<file path="config.mk">
export PLATFORM = sky130hd
export DESIGN_NAME = pcc_stage
export DESIGN_NICKNAME = d
export VERILOG_FILES = /design/src/design/pcc_pkg.sv /design/src/design/pcc_stage.sv
export SDC_FILE = /design/constraint.sdc
export NUM_CORES = 1
export LEC_CHECK = 0
export BUFFER_PORTS_ARGS = -buffer_cell sky130_fd_sc_hd__buf_2
export CORE_MARGIN = 2
export CORE_UTILIZATION = 30
export CTS_BUF_LIST = sky130_fd_sc_hd__clkbuf_2 sky130_fd_sc_hd__clkbuf_4 sky130_fd_sc_hd__clkbuf_8
export CTS_CLUSTER_DIAMETER = 50
export DETAILED_ROUTE_END_ITERATION = 8
export GPL_TIMING_DRIVEN = 0
export SYNTH_ARGS = -nofsm -noshare
export SYNTH_HDL_FRONTEND = slang
export SYNTH_SLANG_ARGS = --single-unit
</file>
<file path="constraint.sdc">
create_clock -name clk -period 5.5 [get_ports clk]
set_input_delay 0.55 -clock clk [delete_from_list [all_inputs] [get_ports clk]]
set_output_delay 0.55 -clock clk [all_outputs]
set_load 0.01 [all_outputs]
</file>
<file path="src/design/pcc_pkg.sv">
`default_nettype none
// ----------------------------------------------------------------------------
// pcc_pkg: shared types and constants of the polar/Cartesian converter
// Fixed-point constants in Q.30, the per-stage rotation angles and the gain
// that cancels the rotation growth in advance.
// ----------------------------------------------------------------------------
package pcc_pkg;

  // Conversion direction carried in tuser.
  localparam logic KIND_POL2CART = 1'b0;
  localparam logic KIND_CART2POL = 1'b1;

  // Internal angle and remainder widths (Q.30).
  localparam int ANGLE_BITS  = 35;
  localparam int REM_BITS    = 36;
  localparam int Q30_BITS    = 30;
  localparam int RECIP_SHIFT = 31;

  localparam longint Q30_PI      = 64'sd3373259426;
  localparam longint Q30_HALF_PI = 64'sd1686629713;
  localparam longint Q30_TWO_PI  = 64'sd6746518852;
  localparam longint GAIN_BASE   = 64'sd652032874;
  localparam longint GAIN_TAIL   = 64'sd434688583;
  localparam longint OUT_MAX     = 64'sd2147483647;
  localparam longint OUT_MIN     = -64'sd2147483648;

  // Control that travels with every word down the pipeline.
  typedef struct packed {
    logic valid;
    logic kind;
    logic zero;
  } ctl_t;

  // atan(2^-idx) in Q.30.
  function automatic logic [29:0] stage_angle(input int unsigned idx);
    logic [29:0] ang;
    case (idx)
      0:       ang = 30'd843314857;
      1:       ang = 30'd497837829;
      2:       ang = 30'd263043837;
      3:       ang = 30'd133525159;
      4:       ang = 30'd67021687;
      5:       ang = 30'd33543516;
      6:       ang = 30'd16775851;
      7:       ang = 30'd8388437;
      8:       ang = 30'd4194283;
      9:       ang = 30'd2097149;
      10:      ang = 30'd1048576;
      default: ang = (idx <= 30) ? 30'(64'd1 << (30 - idx)) : 30'd0;
    endcase
    return ang;
  endfunction

  // Inverse of the rotation gain in Q.30; the tail term vanishes for long chains.
  function automatic longint gain_q30(input int stages);
    longint g;
    g = GAIN_BASE;
    if (stages < 16) begin
      g = g + (GAIN_TAIL >> (2 * stages));
    end
    return g;
  endfunction

endpackage
`default_nettype wire

</file>
<file path="src/design/pcc_stage.sv">
`default_nettype none
// ----------------------------------------------------------------------------
// pcc_stage: one shift-and-add rotation stage
// Rotates toward zero angle (rotation) or toward the x axis (vectoring).
// ----------------------------------------------------------------------------
module pcc_stage #(
  parameter int IDX = 0,
  parameter int DW  = 48,
  localparam int ZW = pcc_pkg::ANGLE_BITS
) (
  input  wire logic                 clk,
  input  wire logic                 rst,
  input  wire logic                 ce,
  input  wire pcc_pkg::ctl_t        ctl,
  input  wire logic signed [DW-1:0] x,
  input  wire logic signed [DW-1:0] y,
  input  wire logic signed [ZW-1:0] z,
  output pcc_pkg::ctl_t             ctl_q,
  output logic signed [DW-1:0]      x_q,
  output logic signed [DW-1:0]      y_q,
  output logic signed [ZW-1:0]      z_q
);

  localparam logic signed [ZW-1:0] ANG = ZW'(pcc_pkg::stage_angle(IDX));

  logic signed [DW-1:0] xs, ys;
  logic                 ccw;

  always_comb begin
    xs = x >>> IDX;
    ys = y >>> IDX;
    if (ctl.kind == pcc_pkg::KIND_CART2POL) begin
      ccw = y[DW-1] || (y == '0);
    end else begin
      ccw = !z[ZW-1];
    end
  end

  always_ff @(posedge clk) begin
    if (rst) begin
      ctl_q <= '0;
    end else if (ce) begin
      ctl_q <= ctl;
    end
  end

  always_ff @(posedge clk) begin
    if (ce) begin
      if (ccw) begin
        x_q <= x - ys;
        y_q <= y + xs;
        z_q <= z - ANG;
      end else begin
        x_q <= x + ys;
        y_q <= y - xs;
        z_q <= z + ANG;
      end
    end
  end

endmodule
`default_nettype wire

</file>
==> impl_metrics.toml <==
[cells_and_area]
final_cells = 2650
regArea_mm2 = 0.00396
design_area_mm2 = 0.0170
area_growth_pct = 18.2
drive_gt1_share_pct = 18.1
nFillCells = 5072
multi_input_area_mm2 = 0.00954
fin_util_pct = 35.7
nets = 2336

[placement]
placed_cells = 2616
placed_cell_area_mm2 = 0.0165
gp_congestion = 0.967
io_buffers = 270
dp_slack_ns = -1.56
dp_hpwl_um = 47000

[die]
die-area_mm2 = 0.0496
dieWidth_um = 223
ios = 271
fp.dieH_um = 223
initial_core_util_pct = 30.3
row_count = 80
coreArea_mm2 = 0.0474

[drt]
wire_per_inst_um = 21.8
drt-initial-drc-count = 1579
ant_nets = 0
route.detailed.drc = 0
totalWireLength_um = 57700
firstDrtPassIters = 5
vias = 14500
vias_per_cell = 5.48

[synth]
netlist_area_mm2 = 0.0144
synthFlopType = "edfxtp_1"
avgSynthCellArea_um2 = 8.30
synth_warnings = 0
synth_edf_count = 130
ys_types = 88
syn_nets = 2045
async_flop_share_pct = 0
synthCells = 1730
ys_ff_latch = 133
synth-seq-area-share_pct = 27.6

[global_routing]
antenna_found_initial = 1
grt_use_total_pct = 22.9
grt_max_degree = 83
grt_pass1_wl_um = 85600
gr-total-overflow = 0
grt_pass1_vias = 14400

[worst_hold_path]
min_path_cells = 2
hold_path.class = "in2reg"

[worst_setup_path]
cp_cell_sequence = "buf_2 -> nor4_1 -> nand4_1 -> nor3_1 -> nor2_1 -> mux2i_4 -> buf_12 -> inv_2 -> clkbuf_1 -> buf_4 -> ha_1 -> buf_2 -> nand2_1 -> o21a_1 -> a2111oi_0 -> nand2_1 -> a211oi_1 -> o21a_1 -> o211ai_1 -> o21a_1 -> o21ai_1 -> a211oi_1"
critical_path.max_stage_delay_ns = 0.52
reg2reg_depth = 2
cp_common_cell = "o21a_1"
start_kind = "input port"
cp_slowest_cell = "nor4_1"
path_delay_family = "compound AO/OA/AOI/OAI gates"
end_kind = "flip-flop"
crit_buf_inv = 6
worstPathRequired_ns = 5.78
cp.arrival_ns = 5.48
path_class = "in2reg"
crit_cells = 22
crit_fanout = 33

[cts]
h-tree-depth = 4
cts_made_buffers = 17
cts-root-buf = "clkbuf_8"
clock_path_buffers = 2
clock-sinks = 133
clk_pin_slew_ns = 0.08
cts_hold_buf = 0
cts_tree = "yes"
clk_latency_ns = 0.55

[power]
p_per_area_mw_per_mm2 = 243
switching_share_pct = 40.9
p_seq_share_pct = 34.2
p_sw_mw = 1.69
p_total_mw = 4.13
vdd_drop_max_mv = 0.129
p_leak_nw = 7.39
p_int_mw = 2.44
comb_power_share_pct = 45.9
pwr-share-clk_pct = 19.9

[timing]
min_period_over_period_pct = 94.6
hold_ws_ns = 0.181
setup_tns_ns = 0
rsz0062_at_grt = "false"
setup_viol = 0
fin_ws_ns = 0.294
drv_slew = 0
fmaxAchievable_mhz = 192
hold_viol = 0
fin_worst_skew_ns = 0
tightest_slew_ns = 0.913
final.min_clock_period_ns = 5.21
relSlewSlack_pct = 39.2

[outcome]
outcome = "finished clean"

[job]
cap_violations = 0
Yosys cell counts (9+ instances only):
master,count,area share (%)
a21oi_1,231,8.1
ha_1,174,15
inv_1,153,4.0
nor2_1,149,3.9
edfxtp_1,130,27
xnor2_1,108,6.6
nand2_1,106,2.8
o21ai_0,88,3.1
a21o_1,40,2.1
o21ai_1,37,1.3
o21bai_1,33,1.7
clkbuf_1,30,0.78
mux2i_1,30,2.1
nand4_1,30,1.3
buf_2,27,0.94
nor3_1,27,0.94
nor4_1,26,1.1
nand3_1,25,0.87
o211ai_1,23,1.2
nor2b_1,21,0.92
o21a_1,18,0.94
xor2_1,15,0.92
a31oi_1,14,0.61
nand2b_1,14,0.61
o31ai_1,14,0.73
a211oi_1,12,0.63
and2_1,11,0.48
buf_1,9,0.24
power groups by stage:
| stage | logic, mW | registers [mW] | clock network (mW) |
|---|---|---|---|
| final | 1.90 | 1.41 | 0.822 |
| after floorplan | 1.04 | 1.54 | 0 |
| after global routing | 2.05 | 1.43 | 0.893 |
| after detailed placement | 1.85 | 1.44 | 0 |
| after CTS | 1.87 | 1.42 | 0.858 |
| after global placement | 1.86 | 1.44 | 0 |
layer usage:
layer,vias to the layer above,part of all wire (%),track usage [%],wire length (µm)
li1,6829,-,-,-
met5,-,0,0,0
met4,0,3.1,8.08,1770
met2,699,47,38.3,27100
met3,106,7.7,4.76,4440
met1,6881,42,29.1,24300
final cells by class:
type                            instances  area share (%)
Buffer                                 68            1.85
Timing Repair Buffer                  273            8.33
Clock buffer                           18            1.42
Tap cell                              615            4.54
Sequential cell                       133            23.4
Inverter                              159            3.52
Clock inverter                         14           0.686
Multi-Input combinational cell       1369            56.3
Antenna cell                            1          0.0148
sequential cells by signal, indices dropped and copies added (netlist names):
register	cells
x_q	48
z_q	35
ctl_q	3
y_q	47
placed cells by master (no fill, tap or decap), drive strengths merged, types with 33 or more instances in the layout:
cell type | Yosys | layout
o21ai | 127 | 127
buf | 39 | 312
inv | 158 | 159
nand2 | 106 | 106
a21o | 40 | 40
clkbuf | 30 | 47
o21bai | 33 | 33
ha | 174 | 174
nor2 | 149 | 149
edfxtp | 130 | 130
xnor2 | 108 | 108
a21oi | 233 | 233
worst paths after layout:
check,startpoint,end,slack [ns]
worst max-delay path,y[14],z_q[33],0.29
worst max register to register,ctl_q[2],ctl_q[2],4.91
worst min register to register,ctl_q[0],ctl_q[0],0.50
worst min-delay path,rst,ctl_q[2],0.18
cell families after synthesis:
logic type	after synthesis	synth area share, %
AO/OA/AOI/OAI	599	26.1
buffers and inverters	228	6.30
adder cells (fa/ha/maj)	178	15.7
multiplexers	33	2.41
AND/OR/NAND/NOR	436	14.3
XOR/XNOR	123	7.51
flip-flops	133	27.6
timing repair:
item	4_1_cts	5_1_grt
pin swaps	0	1
endpoints found under the setup margin	19	4
gates resized for setup	7	5
buffers inserted	0	2
(Power assumes the default switching activity.)
