### config.mk
export PLATFORM = sky130hd
export DESIGN_NAME = pcc_prep
export DESIGN_NICKNAME = d
export VERILOG_FILES = /design/src/design/pcc_pkg.sv /design/src/design/pcc_prep.sv
export SDC_FILE = /design/constraint.sdc
export NUM_CORES = 2
export LEC_CHECK = 0
export ABC_CLOCK_PERIOD_IN_PS = 12400
export BUFFER_PORTS_ARGS = -buffer_cell sky130_fd_sc_hd__buf_2
export CORE_MARGIN = 1
export CORE_UTILIZATION = 45
export CTS_CLUSTER_DIAMETER = 60
export CTS_CLUSTER_SIZE = 12
export DETAILED_ROUTE_END_ITERATION = 10
export GPL_TIMING_DRIVEN = 0
export PLACE_DENSITY = 0.71
export SLEW_MARGIN = 10
export SYNTH_ARGS = -nofsm -noshare
export SYNTH_HDL_FRONTEND = slang
export SYNTH_SLANG_ARGS = --single-unit
### constraint.sdc
create_clock -name clk -period 12.4 [get_ports clk]
set_input_delay 1.24 -clock clk [delete_from_list [all_inputs] [get_ports clk]]
set_output_delay 1.24 -clock clk [all_outputs]
set_load 0.03 [all_outputs]
### src/design/pcc_pkg.sv
`default_nettype none
// ----------------------------------------------------------------------------
// pcc_pkg: shared types and constants of the polar/Cartesian converter
// Fixed-point constants in Q.30, the per-stage rotation angles and the gain
// that cancels the rotation growth in advance.
// ----------------------------------------------------------------------------
package pcc_pkg;

  // Conversion direction carried in tuser.
  localparam logic KIND_POL2CART = 1'b0;
  localparam logic KIND_CART2POL = 1'b1;

  // Internal angle and remainder widths (Q.30).
  localparam int ANGLE_BITS  = 35;
  localparam int REM_BITS    = 36;
  localparam int Q30_BITS    = 30;
  localparam int RECIP_SHIFT = 31;

  localparam longint Q30_PI      = 64'sd3373259426;
  localparam longint Q30_HALF_PI = 64'sd1686629713;
  localparam longint Q30_TWO_PI  = 64'sd6746518852;
  localparam longint GAIN_BASE   = 64'sd652032874;
  localparam longint GAIN_TAIL   = 64'sd434688583;
  localparam longint OUT_MAX     = 64'sd2147483647;
  localparam longint OUT_MIN     = -64'sd2147483648;

  // Control that travels with every word down the pipeline.
  typedef struct packed {
    logic valid;
    logic kind;
    logic zero;
  } ctl_t;

  // atan(2^-idx) in Q.30.
  function automatic logic [29:0] stage_angle(input int unsigned idx);
    logic [29:0] ang;
    case (idx)
      0:       ang = 30'd843314857;
      1:       ang = 30'd497837829;
      2:       ang = 30'd263043837;
      3:       ang = 30'd133525159;
      4:       ang = 30'd67021687;
      5:       ang = 30'd33543516;
      6:       ang = 30'd16775851;
      7:       ang = 30'd8388437;
      8:       ang = 30'd4194283;
      9:       ang = 30'd2097149;
      10:      ang = 30'd1048576;
      default: ang = (idx <= 30) ? 30'(64'd1 << (30 - idx)) : 30'd0;
    endcase
    return ang;
  endfunction

  // Inverse of the rotation gain in Q.30; the tail term vanishes for long chains.
  function automatic longint gain_q30(input int stages);
    longint g;
    g = GAIN_BASE;
    if (stages < 16) begin
      g = g + (GAIN_TAIL >> (2 * stages));
    end
    return g;
  endfunction

endpackage
`default_nettype wire

### src/design/pcc_prep.sv
`default_nettype none
// ----------------------------------------------------------------------------
// pcc_prep: input scaling and angle reduction
// Five register stages: gain and reciprocal multiply, quotient multiply and
// quadrant swap, remainder, wrap into (-pi, pi], and half-pi fold.
// ----------------------------------------------------------------------------
module pcc_prep #(
  parameter int FRACTION_BITS   = 16,
  parameter int ROTATION_STAGES = 18,
  localparam int DW = 64 - FRACTION_BITS,
  localparam int ZW = pcc_pkg::ANGLE_BITS
) (
  input  wire logic                 clk,
  input  wire logic                 rst,
  input  wire logic                 ce,
  input  wire logic                 in_valid,
  input  wire logic                 in_kind,
  input  wire logic signed [31:0]   a,
  input  wire logic signed [31:0]   b,
  output pcc_pkg::ctl_t             ctl_q,
  output logic signed [DW-1:0]      x_q,
  output logic signed [DW-1:0]      y_q,
  output logic signed [ZW-1:0]      z_q
);

  localparam int SHIFT = pcc_pkg::Q30_BITS - FRACTION_BITS;
  localparam int QW    = SHIFT + 2;
  localparam int RW    = pcc_pkg::REM_BITS;
  localparam longint GAIN  = pcc_pkg::gain_q30(ROTATION_STAGES);
  localparam longint RECIP = (64'sd1 <<< (pcc_pkg::RECIP_SHIFT + SHIFT)) / pcc_pkg::Q30_TWO_PI;

  localparam logic signed [30:0] GAIN_OP   = 31'(GAIN);
  localparam logic signed [30:0] RECIP_OP  = 31'(RECIP);
  localparam logic signed [33:0] TWO_PI_OP = 34'(pcc_pkg::Q30_TWO_PI);
  localparam logic signed [RW-1:0] PI_R     = RW'(pcc_pkg::Q30_PI);
  localparam logic signed [RW-1:0] NEG_PI_R = -RW'(pcc_pkg::Q30_PI);
  localparam logic signed [RW-1:0] PI3_R    = RW'(3 * pcc_pkg::Q30_PI);
  localparam logic signed [RW-1:0] TWO_PI_R = RW'(pcc_pkg::Q30_TWO_PI);
  localparam logic signed [ZW-1:0] PI_Z     = ZW'(pcc_pkg::Q30_PI);
  localparam logic signed [ZW-1:0] HP_Z     = ZW'(pcc_pkg::Q30_HALF_PI);
  localparam logic signed [ZW-1:0] NEG_HP_Z = -ZW'(pcc_pkg::Q30_HALF_PI);

  // Stage 1: products.
  pcc_pkg::ctl_t       c1;
  logic signed [63:0]  prod_a1, prod_b1;
  logic signed [31:0]  b1;
  logic signed [32:0]  b_ext, b_abs, mul_b_op;
  logic signed [30:0]  mul_b_k;
  logic                zero_in;

  always_comb begin
    b_ext    = {b[31], b};
    b_abs    = b[31] ? -b_ext : b_ext;
    mul_b_op = (in_kind == pcc_pkg::KIND_CART2POL) ? b_abs : b_ext;
    mul_b_k  = (in_kind == pcc_pkg::KIND_CART2POL) ? GAIN_OP : RECIP_OP;
    zero_in  = (a == 32'sd0) && (b == 32'sd0);
  end

  always_ff @(posedge clk) begin
    if (rst) begin
      c1 <= '0;
    end else if (ce) begin
      c1 <= '{valid: in_valid, kind: in_kind, zero: zero_in};
    end
  end

  always_ff @(posedge clk) begin
    if (ce) begin
      prod_a1 <= 64'(a) * 64'(GAIN_OP);
      prod_b1 <= 64'(mul_b_op) * 64'(mul_b_k);
      b1      <= b;
    end
  end

  // Stage 2: scale to Q.30, quotient times two pi, quadrant swap for vectoring.
  pcc_pkg::ctl_t       c2;
  logic signed [DW-1:0] x0, yv, x2, y2, x2_next, y2_next;
  logic signed [ZW-1:0] z2, z2_next;
  logic signed [QW-1:0] quo;
  logic signed [63:0]   qc2;
  logic signed [31:0]   b2;

  always_comb begin
    x0  = prod_a1[63:FRACTION_BITS];
    yv  = prod_b1[63:FRACTION_BITS];
    quo = prod_b1[pcc_pkg::RECIP_SHIFT +: QW];
    x2_next = x0;
    y2_next = '0;
    z2_next = '0;
    if (c1.kind == pcc_pkg::KIND_CART2POL) begin
      y2_next = yv;
      // A vector in the left half plane is turned by a quarter turn first.
      if (x0[DW-1]) begin
        x2_next = yv;
        y2_next = -x0;
        z2_next = HP_Z;
      end
    end
  end

  always_ff @(posedge clk) begin
    if (rst) begin
      c2 <= '0;
    end else if (ce) begin
      c2 <= c1;
    end
  end

  always_ff @(posedge clk) begin
    if (ce) begin
      x2  <= x2_next;
      y2  <= y2_next;
      z2  <= z2_next;
      qc2 <= 64'(quo) * 64'(TWO_PI_OP);
      b2  <= b1;
    end
  end

  // Stage 3: remainder of the angle; the estimated quotient is off by at most one.
  pcc_pkg::ctl_t        c3;
  logic signed [DW-1:0] x3, y3;
  logic signed [ZW-1:0] z3;
  logic signed [RW-1:0] r3;
  logic signed [63:0]   t_full, r_full;

  always_comb begin
    t_full = 64'(b2) <<< SHIFT;
    r_full = t_full - qc2;
  end

  always_ff @(posedge clk) begin
    if (rst) begin
      c3 <= '0;
    end else if (ce) begin
      c3 <= c2;
    end
  end

  always_ff @(posedge clk) begin
    if (ce) begin
      x3 <= x2;
      y3 <= y2;
      z3 <= z2;
      r3 <= r_full[RW-1:0];
    end
  end

  // Stage 4: wrap the remainder from [-2pi, 4pi) into (-pi, pi].
  pcc_pkg::ctl_t        c4;
  logic signed [DW-1:0] x4, y4;
  logic signed [ZW-1:0] z4, z4_next;
  logic signed [RW-1:0] r_sel;

  always_comb begin
    if (r3 <= NEG_PI_R) begin
      r_sel = r3 + TWO_PI_R;
    end else if (r3 <= PI_R) begin
      r_sel = r3;
    end else if (r3 <= PI3_R) begin
      r_sel = r3 - TWO_PI_R;
    end else begin
      r_sel = r3 - TWO_PI_R - TWO_PI_R;
    end
    z4_next = (c3.kind == pcc_pkg::KIND_CART2POL) ? z3 : r_sel[ZW-1:0];
  end

  always_ff @(posedge clk) begin
    if (rst) begin
      c4 <= '0;
    end else if (ce) begin
      c4 <= c3;
    end
  end

  always_ff @(posedge clk) begin
    if (ce) begin
      x4 <= x3;
      y4 <= y3;
      z4 <= z4_next;
    end
  end

  // Stage 5: fold angles beyond a quarter turn by flipping the start vector.
  logic signed [DW-1:0] x5_next;
  logic signed [ZW-1:0] z5_next;

  always_comb begin
    x5_next = x4;
    z5_next = z4;
    if (c4.kind == pcc_pkg::KIND_POL2CART) begin
      if (z4 > HP_Z) begin
        x5_next = -x4;
        z5_next = z4 - PI_Z;
      end else if (z4 < NEG_HP_Z) begin
        x5_next = -x4;
        z5_next = z4 + PI_Z;
      end
    end
  end

  always_ff @(posedge clk) begin
    if (rst) begin
      ctl_q <= '0;
    end else if (ce) begin
      ctl_q <= c4;
    end
  end

  always_ff @(posedge clk) begin
    if (ce) begin
      x_q <= x5_next;
      y_q <= y4;
      z_q <= z5_next;
    end
  end

endmodule
`default_nettype wire

==> metrics.cfg <==
[status]
status = complete, no violations

[routing]
drt_wl_total_mm = 210.5
wl_per_cell_um = 22.62
avgViaCountPerCell = 5.271
drc = 0
firstDrtPassIters = 6
drt_iter0_drc = 3794
drtAntennaViolNets = 0
vias = 49050

[cells_and_area]
syn_to_final_growth_pct = 8.716
layout_commonest_cell = inv_1
drive_gt1_share_pct = 5.918
num-fill-cells = 15070
layout_common_cells = inv_1 (1,711), fa_1 (1,298), ha_1 (748), edfxtp_1 (662), xnor2_1 (254)
nets = 9164

[yosys]
ys_top_cells_by_area = fa_1 (34%), edfxtp_1 (26%), ha_1 (12%), inv_1 (8.4%), xnor2_1 (2.9%)
async_flop_share_pct = 0
synth_largest_area_cell = fa_1
synthFlopType = edfxtp_1
synth-seq-cells = 677
seq_area_frac_synth_pct = 26.42
synth.distinct_cells = 89
yosysWarnings = 0
synth_top_area_share_pct = 34.02
postSynthCellCount = 6718
synth_edf_count = 662
syn_avg_cell_area_um2 = 11.37
netlist_area_mm2 = 0.07637

[run]
maxCapViolCount = 0

[worst_setup_path]
cp_max_fo = 10
cp.arrival_ns = 12.24
crit_slowest_cell = clkbuf_1
critical_path_class = input port to flop
max_stage_delay_ns = 0.89
crit_top_cell = fa_1
worstPathRequired_ns = 12.79
start_kind = input port
endpoint_kind = flop

[clock_tree]
clkSinkCount = 677
clk-insertion-delay-late_ns = 0.68
numCtsBuffers = 77
post_cts_buffers = 0
cts_tree = done
cts.path.max_buffers = 3
htreeDepth = 3
root_buffer = clkbuf_16
clk_pin_slew_ns = 0.06

[die]
coreArea_mm2 = 0.1678
ioPinCount = 203
die_h_um = 414.0
die_x_um = 414.0
start_util_pct = 45.52
rows = 150
die_area_mm2 = 0.1714

[global_routing]
antenna_found_initial = 3
grt_pass1_wl_mm = 317.3
grt_max_degree = 119
grtUsageTotal_pct = 25.11
grt_pass1_vias = 51580
grt_overflow = 0

[timing]
worstMarginPinSlew_ns = 1.284
clock_skew_ns = 0.03017
max_freq_mhz = 84.41
final.setup.tns_ns = 0
fin_crit_sh_pct = 95.54
relSlewSlack_pct = 13.76
rsz0062_at_grt = false
period_needed_ns = 11.85
hold_violations = 0
finalSetupViolCount = 0
drv_slew = 0

[hold_path]
hp-class = flop to flop

[place]
dp_hpwl_mm = 181.0
io_buffers = 202
place_congestion = 0.9895

[worst paths after layout]
| kind | from | endpoint | slack (ns) | cells after the start |
|---|---|---|---|---|
| setup / recovery | in_kind | prod_b1[60] | 0.55 | 30 |
| hold / removal | x2[42] | x3[42] | 0.40 | 0 |
| setup reg to reg | prod_b1[32] | qc2[34] | 5.60 | 20 |
| hold reg to reg | x2[42] | x3[42] | 0.40 | 0 |
[through the flow]
step | instance area, um2 | hold WS (ns) | cells | util, % | setup WS, ns
2_1_floorplan | 76520 | 0.4003 | 6758 | - | 1.964
3_3_place_gp | 80290 | 0.4007 | 9164 | 47.85 | -2.020
3_5_place_dp | 80550 | 0.4045 | 9174 | 48.01 | -0.9367
4_1_cts | 82980 | 0.3991 | 9301 | 49.46 | 0.03839
5_1_grt | 83020 | 0.4074 | 9301 | 49.48 | 0.007821
6_report | 83030 | 0.4016 | 9305 | 49.48 | 0.5525
[cells by family after synthesis]
kind of cell	after synthesis	synth area share [%]
compound gates	751	6.404
mux	107	1.471
flops	677	26.42
simple gates	927	6.075
buf+inv	1832	9.016
other cells	2	0.009834
fa+ha+maj	2046	46.28
xor+xnor	376	4.322
[area by class of cell]
| class | count | area, um2 | share of cell area, % |
|---|---|---|---|
| Inverter | 1713 | 6430 | 7.744 |
| Buffer | 119 | 456.7 | 0.5500 |
| Sequential cell | 677 | 20180 | 24.30 |
| Antenna cell | 4 | 10.01 | 0.01206 |
| Timing Repair Buffer | 212 | 1240 | 1.493 |
| Tap cell | 2204 | 2758 | 3.321 |
| Multi-Input combinational cell | 4249 | 49530 | 59.65 |
| Clock buffer | 96 | 2008 | 2.419 |
| Clock inverter | 31 | 416.7 | 0.5018 |
[critical path, delay by kind of cell]
family	cells	cell delay (ns)
compound gates	8	2.80
xor+xnor	1	0.11
fa+ha+maj	9	4.50
buf+inv	9	2.72
simple gates	3	0.81
[repair_timing]
item	in CTS	in global routing
endpoints found under the setup margin	4	10
gates resized for setup	1	7
hold buffers	0	0
[cell usage after synthesis, drive strengths merged (13+ instances only)]
library cell / number
a211oi: 22
a21o: 100
a21oi: 206
a31oi: 45
and2: 23
and3: 29
buf: 19
clkbuf: 100
dfxtp: 15
edfxtp: 662
fa: 1298
ha: 748
inv: 1712
mux2: 42
mux2i: 65
nand2: 201
nand2b: 66
nand3: 66
nand4: 27
nor2: 232
nor2b: 98
nor3: 83
nor4: 25
o211ai: 21
o21a: 25
o21ai: 148
o21bai: 22
o31ai: 39
or2: 13
or3: 22
or4: 14
xnor2: 256
xor2: 120
[layer usage]
layer	GRT usage, %	up-vias	share of wire [%]
li1	-	22090	-
met1	33.88	25160	42
met2	41.24	1483	48
met3	3.130	312	5.3
met4	10.00	0	4.6
met5	0	-	0
Power is left out: the tool's default activity adds up to more than one toggle a clock period on the data nets, which glitch-free logic cannot reach.
