$ cat src/design/pcc_pkg.sv
`default_nettype none
// ----------------------------------------------------------------------------
// pcc_pkg: shared types and constants of the polar/Cartesian converter
// Fixed-point constants in Q.30, the per-stage rotation angles and the gain
// that cancels the rotation growth in advance.
// ----------------------------------------------------------------------------
package pcc_pkg;

  // Conversion direction carried in tuser.
  localparam logic KIND_POL2CART = 1'b0;
  localparam logic KIND_CART2POL = 1'b1;

  // Internal angle and remainder widths (Q.30).
  localparam int ANGLE_BITS  = 35;
  localparam int REM_BITS    = 36;
  localparam int Q30_BITS    = 30;
  localparam int RECIP_SHIFT = 31;

  localparam longint Q30_PI      = 64'sd3373259426;
  localparam longint Q30_HALF_PI = 64'sd1686629713;
  localparam longint Q30_TWO_PI  = 64'sd6746518852;
  localparam longint GAIN_BASE   = 64'sd652032874;
  localparam longint GAIN_TAIL   = 64'sd434688583;
  localparam longint OUT_MAX     = 64'sd2147483647;
  localparam longint OUT_MIN     = -64'sd2147483648;

  // Control that travels with every word down the pipeline.
  typedef struct packed {
    logic valid;
    logic kind;
    logic zero;
  } ctl_t;

  // atan(2^-idx) in Q.30.
  function automatic logic [29:0] stage_angle(input int unsigned idx);
    logic [29:0] ang;
    case (idx)
      0:       ang = 30'd843314857;
      1:       ang = 30'd497837829;
      2:       ang = 30'd263043837;
      3:       ang = 30'd133525159;
      4:       ang = 30'd67021687;
      5:       ang = 30'd33543516;
      6:       ang = 30'd16775851;
      7:       ang = 30'd8388437;
      8:       ang = 30'd4194283;
      9:       ang = 30'd2097149;
      10:      ang = 30'd1048576;
      default: ang = (idx <= 30) ? 30'(64'd1 << (30 - idx)) : 30'd0;
    endcase
    return ang;
  endfunction

  // Inverse of the rotation gain in Q.30; the tail term vanishes for long chains.
  function automatic longint gain_q30(input int stages);
    longint g;
    g = GAIN_BASE;
    if (stages < 16) begin
      g = g + (GAIN_TAIL >> (2 * stages));
    end
    return g;
  endfunction

endpackage
`default_nettype wire

$ cat src/design/pcc_post.sv
`default_nettype none
// ----------------------------------------------------------------------------
// pcc_post: output rounding and saturation
// Rounds Q.30 results to the output format, clamps the vectoring angle to
// [0, pi] and clips coordinates and radius to 32 bits.
// ----------------------------------------------------------------------------
module pcc_post #(
  parameter int FRACTION_BITS = 16,
  localparam int DW = 64 - FRACTION_BITS,
  localparam int ZW = pcc_pkg::ANGLE_BITS
) (
  input  wire logic                 clk,
  input  wire logic                 rst,
  input  wire logic                 ce,
  input  wire pcc_pkg::ctl_t        ctl,
  input  wire logic signed [DW-1:0] x,
  input  wire logic signed [DW-1:0] y,
  input  wire logic signed [ZW-1:0] z,
  output logic                      valid_q,
  output logic [31:0]               first_q,
  output logic [31:0]               second_q,
  output logic                      sat_q
);

  localparam int SHIFT = pcc_pkg::Q30_BITS - FRACTION_BITS;
  localparam logic signed [63:0] HALF_LSB = 64'sd1 <<< (SHIFT - 1);
  localparam logic signed [ZW-1:0] PI_Z = ZW'(pcc_pkg::Q30_PI);
  localparam logic signed [63:0] MAX_W = pcc_pkg::OUT_MAX;
  localparam logic signed [63:0] MIN_W = pcc_pkg::OUT_MIN;

  function automatic logic signed [63:0] round_q30(input logic signed [63:0] v);
    return (v + HALF_LSB) >>> SHIFT;
  endfunction

  logic signed [63:0]   xr, yr, zr;
  logic signed [ZW-1:0] zc;
  logic                 x_hi, x_lo, y_hi, y_lo;
  logic [31:0]          x_out, y_out, first_next, second_next;
  logic                 sat_next;

  always_comb begin
    xr = round_q30(64'(x));
    yr = round_q30(64'(y));
    if (z[ZW-1]) begin
      zc = '0;
    end else if (z > PI_Z) begin
      zc = PI_Z;
    end else begin
      zc = z;
    end
    zr   = round_q30(64'(zc));
    x_hi = xr > MAX_W;
    x_lo = xr < MIN_W;
    y_hi = yr > MAX_W;
    y_lo = yr < MIN_W;
    x_out = x_hi ? MAX_W[31:0] : (x_lo ? MIN_W[31:0] : xr[31:0]);
    y_out = y_hi ? MAX_W[31:0] : (y_lo ? MIN_W[31:0] : yr[31:0]);
    if (ctl.kind == pcc_pkg::KIND_CART2POL) begin
      first_next  = x_out;
      second_next = zr[31:0];
      sat_next    = x_hi || x_lo;
      // A zero vector has no direction; it reports radius 0 and angle 0.
      if (ctl.zero) begin
        first_next  = '0;
        second_next = '0;
        sat_next    = 1'b0;
      end
    end else begin
      first_next  = x_out;
      second_next = y_out;
      sat_next    = x_hi || x_lo || y_hi || y_lo;
    end
  end

  always_ff @(posedge clk) begin
    if (rst) begin
      valid_q <= 1'b0;
    end else if (ce) begin
      valid_q <= ctl.valid;
    end
  end

  always_ff @(posedge clk) begin
    if (ce) begin
      first_q  <= first_next;
      second_q <= second_next;
      sat_q    <= sat_next;
    end
  end

  // The vectoring angle is clamped before rounding and is never negative.
  assert property (@(posedge clk) disable iff (rst)
    ce && ctl.valid && (ctl.kind == pcc_pkg::KIND_CART2POL) |=> !second_q[31])
    else $error("vectoring angle came out negative");

endmodule
`default_nettype wire

$ cat config.mk
export PLATFORM = sky130hd
export DESIGN_NAME = pcc_post
export DESIGN_NICKNAME = d
export VERILOG_FILES = /design/src/design/pcc_pkg.sv /design/src/design/pcc_post.sv
export SDC_FILE = /design/constraint.sdc
export NUM_CORES = 1
export LEC_CHECK = 0
export BUFFER_PORTS_ARGS = -buffer_cell sky130_fd_sc_hd__buf_2
export CAP_MARGIN = 40
export CORE_ASPECT_RATIO = 0.7
export CORE_MARGIN = 2
export CORE_UTILIZATION = 50
export DETAILED_ROUTE_END_ITERATION = 8
export PLACE_DENSITY = 0.87
export SYNTH_ARGS = -nofsm -noshare
export SYNTH_HDL_FRONTEND = slang
export SYNTH_SLANG_ARGS = --single-unit
$ cat constraint.sdc
create_clock -name clk -period 5.2 [get_ports clk]
set_clock_uncertainty 0.2 [all_clocks]
set_input_delay 0.52 -clock clk [delete_from_list [all_inputs] [get_ports clk]]
set_output_delay 0.52 -clock clk [all_outputs]
set_load 0.01 [all_outputs]
==> results of run 1 <==
-- power groups by stage --
stage                     Clock (uW)  Combinational (uW)  Sequential, uW
after global placement             0                 293             674
final                            696                 304             664
after floorplan                    0                 113             704
after global routing             724                 332             668
after CTS                        704                 302             665
after detailed placement           0                 301             675
-- cell type report --
class / count / area (um2)
fillers: 753 / 3120
inverters: 7 / 26.3
well taps: 124 / 155
multi-input cells: 398 / 2560
repair buffers: 178 / 896
clock inverters: 7 / 116
clock buffers: 9 / 225
flip-flops and latches: 66 / 1970
-- per-stage QoR --
stage	utilization, %	hold slack, ps	setup slack, ps	total power, uW
after global placement	61.9	266	1050	967
after detailed placement	61.9	283	833	976
final	65.6	147	1100	1660
after floorplan	-	328	1600	817
after CTS	65.6	137	1170	1670
after global routing	65.6	145	904	1720
-- kinds of logic (layout without fill, tap and decap cells) --
| logic type | after synthesis | count (layout) | share of synthesized area, % |
|---|---|---|---|
| adders and majority gates | 3 | 3 | 0.807 |
| buffers and inverters | 24 | 201 | 2.53 |
| muxes | 2 | 2 | 0.457 |
| and+or+nand+nor | 209 | 209 | 24.4 |
| AOI/OAI and AO/OA | 110 | 110 | 15.5 |
| DFF | 66 | 66 | 42.4 |
| xor gates and xnor gates | 74 | 74 | 13.9 |
-- worst paths after layout --
path                              from                endpoint  cells after the start
hold / removal                     rst    valid_q$_SDFFE_PP0P_                      2
setup reg to reg  valid_q$_SDFFE_PP0P_    valid_q$_SDFFE_PP0P_                      2
hold reg to reg   valid_q$_SDFFE_PP0P_    valid_q$_SDFFE_PP0P_                      2
setup / recovery                 z[23]  second_q[13]$_DFFE_PP_                     14
-- synthesized netlist by cell type (3+ instances only) --
| cell type | n | area, um2 |
|---|---|---|
| nand4_1 | 27 | 169 |
| nand2_1 | 43 | 161 |
| o21ai_0 | 38 | 190 |
| nor4_1 | 5 | 31.3 |
| buf_2 | 10 | 50.1 |
| a211oi_1 | 4 | 30.0 |
| nand3_1 | 32 | 160 |
| edfxtp_1 | 65 | 1950 |
| and4_1 | 8 | 70.1 |
| xor2_1 | 36 | 315 |
| o221ai_1 | 5 | 43.8 |
| nor3_1 | 6 | 30.0 |
| a31oi_1 | 4 | 25.0 |
| or2_2 | 3 | 18.8 |
| clkbuf_1 | 5 | 18.8 |
| ha_1 | 3 | 37.5 |
| or3_1 | 3 | 18.8 |
| o21a_1 | 3 | 22.5 |
| xnor2_1 | 38 | 333 |
| a21oi_1 | 26 | 130 |
| and2_1 | 5 | 31.3 |
| nor2_1 | 40 | 150 |
| and3_1 | 14 | 87.6 |
| inv_1 | 7 | 26.3 |
-- critical path: stages --
cell and delay (ps):
buf_2 120, or4_4 530, or3_4 350, a211oi_2 190, a2bb2oi_2 530, nor2_1 80
nor2_1 140, ha_1 300, and4b_1 320, and2_1 220, nand4_1 130, xnor2_1 140
o21ai_0 260, a21oi_1 120
-- flip-flops by register name, indices dropped and copies added (netlist names) --
name / count
second_q: 32
first_q: 32
valid_q: 1
sat_q: 1
-- layer usage --
layer	GRT usage, %	wire length, um	share of wire (%)
met2	43.4	6090	46
met4	6.31	175	1.3
met1	35.8	5680	43
met5	0	0	0
met3	5.91	1220	9.3
==> results.sh, run 1 <==
export IMPL_maxSlewHeadroom_pct=37.5
export IMPL_core_area_um2=9070
export IMPL_initial_utilization_pct=51.3
export IMPL_cp_end_kind="flop"
export IMPL_clockPowerShare_pct=41.8
export IMPL_async_flop_share_pct=0
export IMPL_grt_usage_pct=26.4
export IMPL_clock_fmax_mhz=244
export IMPL_cts_tree="done"
export IMPL_syn_area_um2=4650
export IMPL_port_buffers=176
export IMPL_worstSetupPathType="input port to flop"
export IMPL_maxSlewViolCount=0
export IMPL_clk_latency_ps=320
export IMPL_grt_pass1_vias=4358
export IMPL_power_density_nw_per_um2=279
export IMPL_synth_edf_count=65
export IMPL_place_area_um2=5610
export IMPL_comb_power_share_pct=18.3
export IMPL_gr_total_overflow=0
export IMPL_yosysWarnings=0
export IMPL_ys_seq_area_share_pct=42.4
export IMPL_routed_wl_um=13200
export IMPL_cts_hold_fix_buffers=0
export IMPL_io_pins=203
export IMPL_placed_cells=773
export IMPL_drt_drc_violations_left=0
export IMPL_p_switching_uw=424
export IMPL_ctsLongestPathBuffers=2
export IMPL_place_congestion=0.960
export IMPL_synth_cells=488
export IMPL_hold_viol_final=0
export IMPL_post_cts_setup_buffers=0
export IMPL_status="completed"
export IMPL_grt_max_degree=67
export IMPL_setup_tns_ps=0
export IMPL_final_common_cell="buf_2"
export IMPL_vias=4641
export IMPL_fin_area_um2=5950
export IMPL_critPathRequiredTime_ps=5040
export IMPL_max_cap_viol_count=0
export IMPL_hpwl_um=10000
export IMPL_antenna_found_initial=0
export IMPL_grt_pass1_wl_um=21400
export IMPL_vdd_ir_drop_max_mv=0.170
export IMPL_nets=800
export IMPL_fp_row_count=29
export IMPL_swShare_pct=25.5
export IMPL_drtIter0Drc=449
export IMPL_avgSynthCellArea_um2=9.54
export IMPL_synth_ff_type="edfxtp_1"
export IMPL_numCtsBuffers=9
export IMPL_die_width_um=119
export IMPL_rsz0062_at_grt="no"
export IMPL_post_route_min_period_ps=4100
export IMPL_final_cells=789
export IMPL_dr_pass1_iters=5
export IMPL_avgRoutedWirePerCell_um=16.7
export IMPL_drtAntennaViolNets=0
export IMPL_worst_slew_pin_slew_ps=937
export IMPL_synth_seq_cells=66
export IMPL_htree_levels=3
export IMPL_power_internal_uw=1240
export IMPL_critPathMaxFanout=15
export IMPL_cp_start_kind="input port"
export IMPL_p_seq_share_pct=39.9
export IMPL_yosysUniqueCellTypes=69
export IMPL_worstHoldPathType="input port to flop"
export IMPL_die_y_um=84.7
export IMPL_clk_pin_slew_worst_paths_ps=50
export IMPL_leakage_uw=0.00231
export IMPL_postSynthNetCount=628
export IMPL_n_antenna_cell=0
export IMPL_most_common_layout_cells="buf_2 (176), edfxtp_1 (65), nand2_1 (43), nor2_1 (40)"
export IMPL_worstPathArrival_ps=3950
export IMPL_setup_violations=0
export IMPL_clock_sinks=66
export IMPL_viasPerCell=5.88
export IMPL_post_route_cells_drive_above_1_share_pct=32.8
export IMPL_r2r_slack_ps=4420
export IMPL_area_growth_pct=28.0
export IMPL_cts_root_buf="clkbuf_16"
export IMPL_cts_resized=0
export IMPL_die_area_um2=10100
export IMPL_fin_crit_sh_pct=78.9
No activity file was read; power rests on OpenSTA's default activity.
==> run 2: changes to the inputs <==
CORE_UTILIZATION = 44   (was 50)
PLACE_DENSITY = 0.81   (was 0.87)
clock period = 3.3 ns   (was 5.2 ns; I/O delays follow)
==> results.sh, run 2 (synthesis results as in run 1) <==
export IMPL_worstSetupPathType="input port to flop"
export IMPL_crit_reg2reg_capture="valid_q$_SDFFE_PP0P_"
export IMPL_cp_depth=14
export IMPL_initial_utilization_pct=45.1
export IMPL_area_growth_pct=30.0
export IMPL_most_common_layout_cells="buf_2 (176), edfxtp_1 (65), nand2_1 (43), nor2_1 (40)"
export IMPL_cts_hold_fix_buffers=1
export IMPL_die_width_um=127
export IMPL_power_density_nw_per_um2=413
export IMPL_gr_total_overflow=0
export IMPL_grt_usage_pct=24.5
export IMPL_placed_cells=795
export IMPL_final_cells=812
export IMPL_critPathRequiredTime_ps=3150
export IMPL_core_area_um2=10300
export IMPL_clock_fmax_mhz=321
export IMPL_post_cts_setup_buffers=0
export IMPL_fin_crit_sh_pct=94.3
export IMPL_routed_wl_um=13900
export IMPL_nets=815
export IMPL_dr_pass1_iters=5
export IMPL_clk_latency_ps=330
export IMPL_drt_drc_violations_left=0
export IMPL_htree_levels=3
export IMPL_clk_pin_slew_worst_paths_ps=50
export IMPL_r2r_cells=2
export IMPL_worst_slew_pin_slew_ps=904
export IMPL_worstHoldPathType="input port to flop"
export IMPL_viasPerCell=5.87
export IMPL_ctsLongestPathBuffers=2
export IMPL_grt_max_degree=58
export IMPL_avgRoutedWirePerCell_um=17.1
export IMPL_fp_row_count=31
export IMPL_cpPeakStageDelay_ps=530
export IMPL_crit_top_cell="nor2_1"
export IMPL_grt_pass1_vias=4576
export IMPL_die_area_um2=11400
export IMPL_numCtsBuffers=9
export IMPL_cts_resized=0
export IMPL_leakage_uw=0.00236
export IMPL_cp_start_kind="input port"
export IMPL_drtIter0Drc=437
export IMPL_antenna_found_initial=0
export IMPL_vdd_ir_drop_max_mv=0.245
export IMPL_setup_violations=0
export IMPL_max_cap_viol_count=0
export IMPL_post_route_cells_drive_above_1_share_pct=34.6
export IMPL_place_area_um2=5750
export IMPL_cp_end_kind="flop"
export IMPL_cp_num_buf_inv=1
export IMPL_path_delay_family="simple AND/OR/NAND/NOR gates"
export IMPL_clock_sinks=66
export IMPL_place_congestion=0.962
export IMPL_hpwl_um=10500
export IMPL_grt_pass1_wl_um=22400
export IMPL_vias=4764
export IMPL_fin_area_um2=6050
export IMPL_hold_viol_final=0
export IMPL_port_buffers=176
export IMPL_maxSlewViolCount=0
export IMPL_r2r_slack_ps=2520
export IMPL_rsz0062_at_grt="no"
export IMPL_crit_path_end="second_q[13]$_DFFE_PP_"
export IMPL_crit_start="z[23]"
export IMPL_status="completed"
export IMPL_drtAntennaViolNets=0
export IMPL_maxSlewHeadroom_pct=39.3
export IMPL_r2r_start="valid_q$_SDFFE_PP0P_"
export IMPL_post_route_min_period_ps=3110
export IMPL_cts_tree="done"
export IMPL_n_antenna_cell=0
export IMPL_die_y_um=90.0
export IMPL_critPathMaxFanout=4
export IMPL_worstPathArrival_ps=2960
export IMPL_cts_root_buf="clkbuf_16"
export IMPL_final_common_cell="buf_2"
export IMPL_cp_slowest_cell="or4_4"
export IMPL_largestRegisters="first_q x32, second_q x32"
export IMPL_crit_chain="buf_2, or4_4, or3_4, a211oi_2, a2bb2oi_2, nor2_1, nor2_1, ha_2, and4b_1, and2_4, nand4_1, xnor2_1, o21ai_0, a21oi_1"
export IMPL_io_pins=203
[run 2: cell count changes in the layout (fill, tap and decap cells not counted), sizes merged]
cell         change
dlygate4sd3      +1
buf             +14
clkinvlp         +2
bufinv           -2
[run 2: report_power, final]
| part | leakage, uW | internal, uW | switching, uW | total (uW) |
|---|---|---|---|---|
| clock network | 0.000142 | 583 | 368 | 951 |
| logic | 0.00158 | 202 | 296 | 497 |
| registers | 0.000641 | 1020 | 23.7 | 1050 |
| total | 0.00236 | 1810 | 688 | 2500 |
[run 2: how the worst min path moves through the flow]
stage,start,end,cells after the start
after floorplan,rst,valid_q$_SDFFE_PP0P_,1
after CTS,ctl[2],valid_q$_SDFFE_PP0P_,3
after global routing,ctl[2],valid_q$_SDFFE_PP0P_,3
final,ctl[2],valid_q$_SDFFE_PP0P_,3
after detailed placement,rst,valid_q$_SDFFE_PP0P_,2
after global placement,valid_q$_SDFFE_PP0P_,valid_q$_SDFFE_PP0P_,2
[run 2: layout make-up]
class	count	area [um2]
inverters	7	26.3
flip-flops and latches	66	1970
fillers	882	4270
clock inverters	7	68.8
multi-input cells	398	2570
repair buffers	193	1020
well taps	132	165
clock buffers	9	225
[run 2: routing by layer]
layer,track usage [%],up-vias,routed length (um)
li1,-,2216,-
met1,31.8,2223,5630
met2,40.9,300,6580
met3,5.71,25,1440
met4,7.60,0,251
met5,0,-,0
[run 2: worst reg2reg max path, cell delays in order (launching register included)]
cell	delay (ps)
dfxtp_1	300
mux2i_1	120
nor2_1	50
[run 2: metrics by stage]
stage	setup TNS (ps)	hold WS (ps)	util [%]	power, uW	worst slack [ps]
6_report	0	44.2	58.6	2500	188
5_1_grt	0	56.4	58.6	2600	40.5
3_3_place_gp	-49.0	266	55.7	1540	-47.8
3_5_place_dp	-323	292	55.7	1560	-124
4_1_cts	0	38.1	58.6	2510	209
2_1_floorplan	-57.0	202	-	1290	-57.0
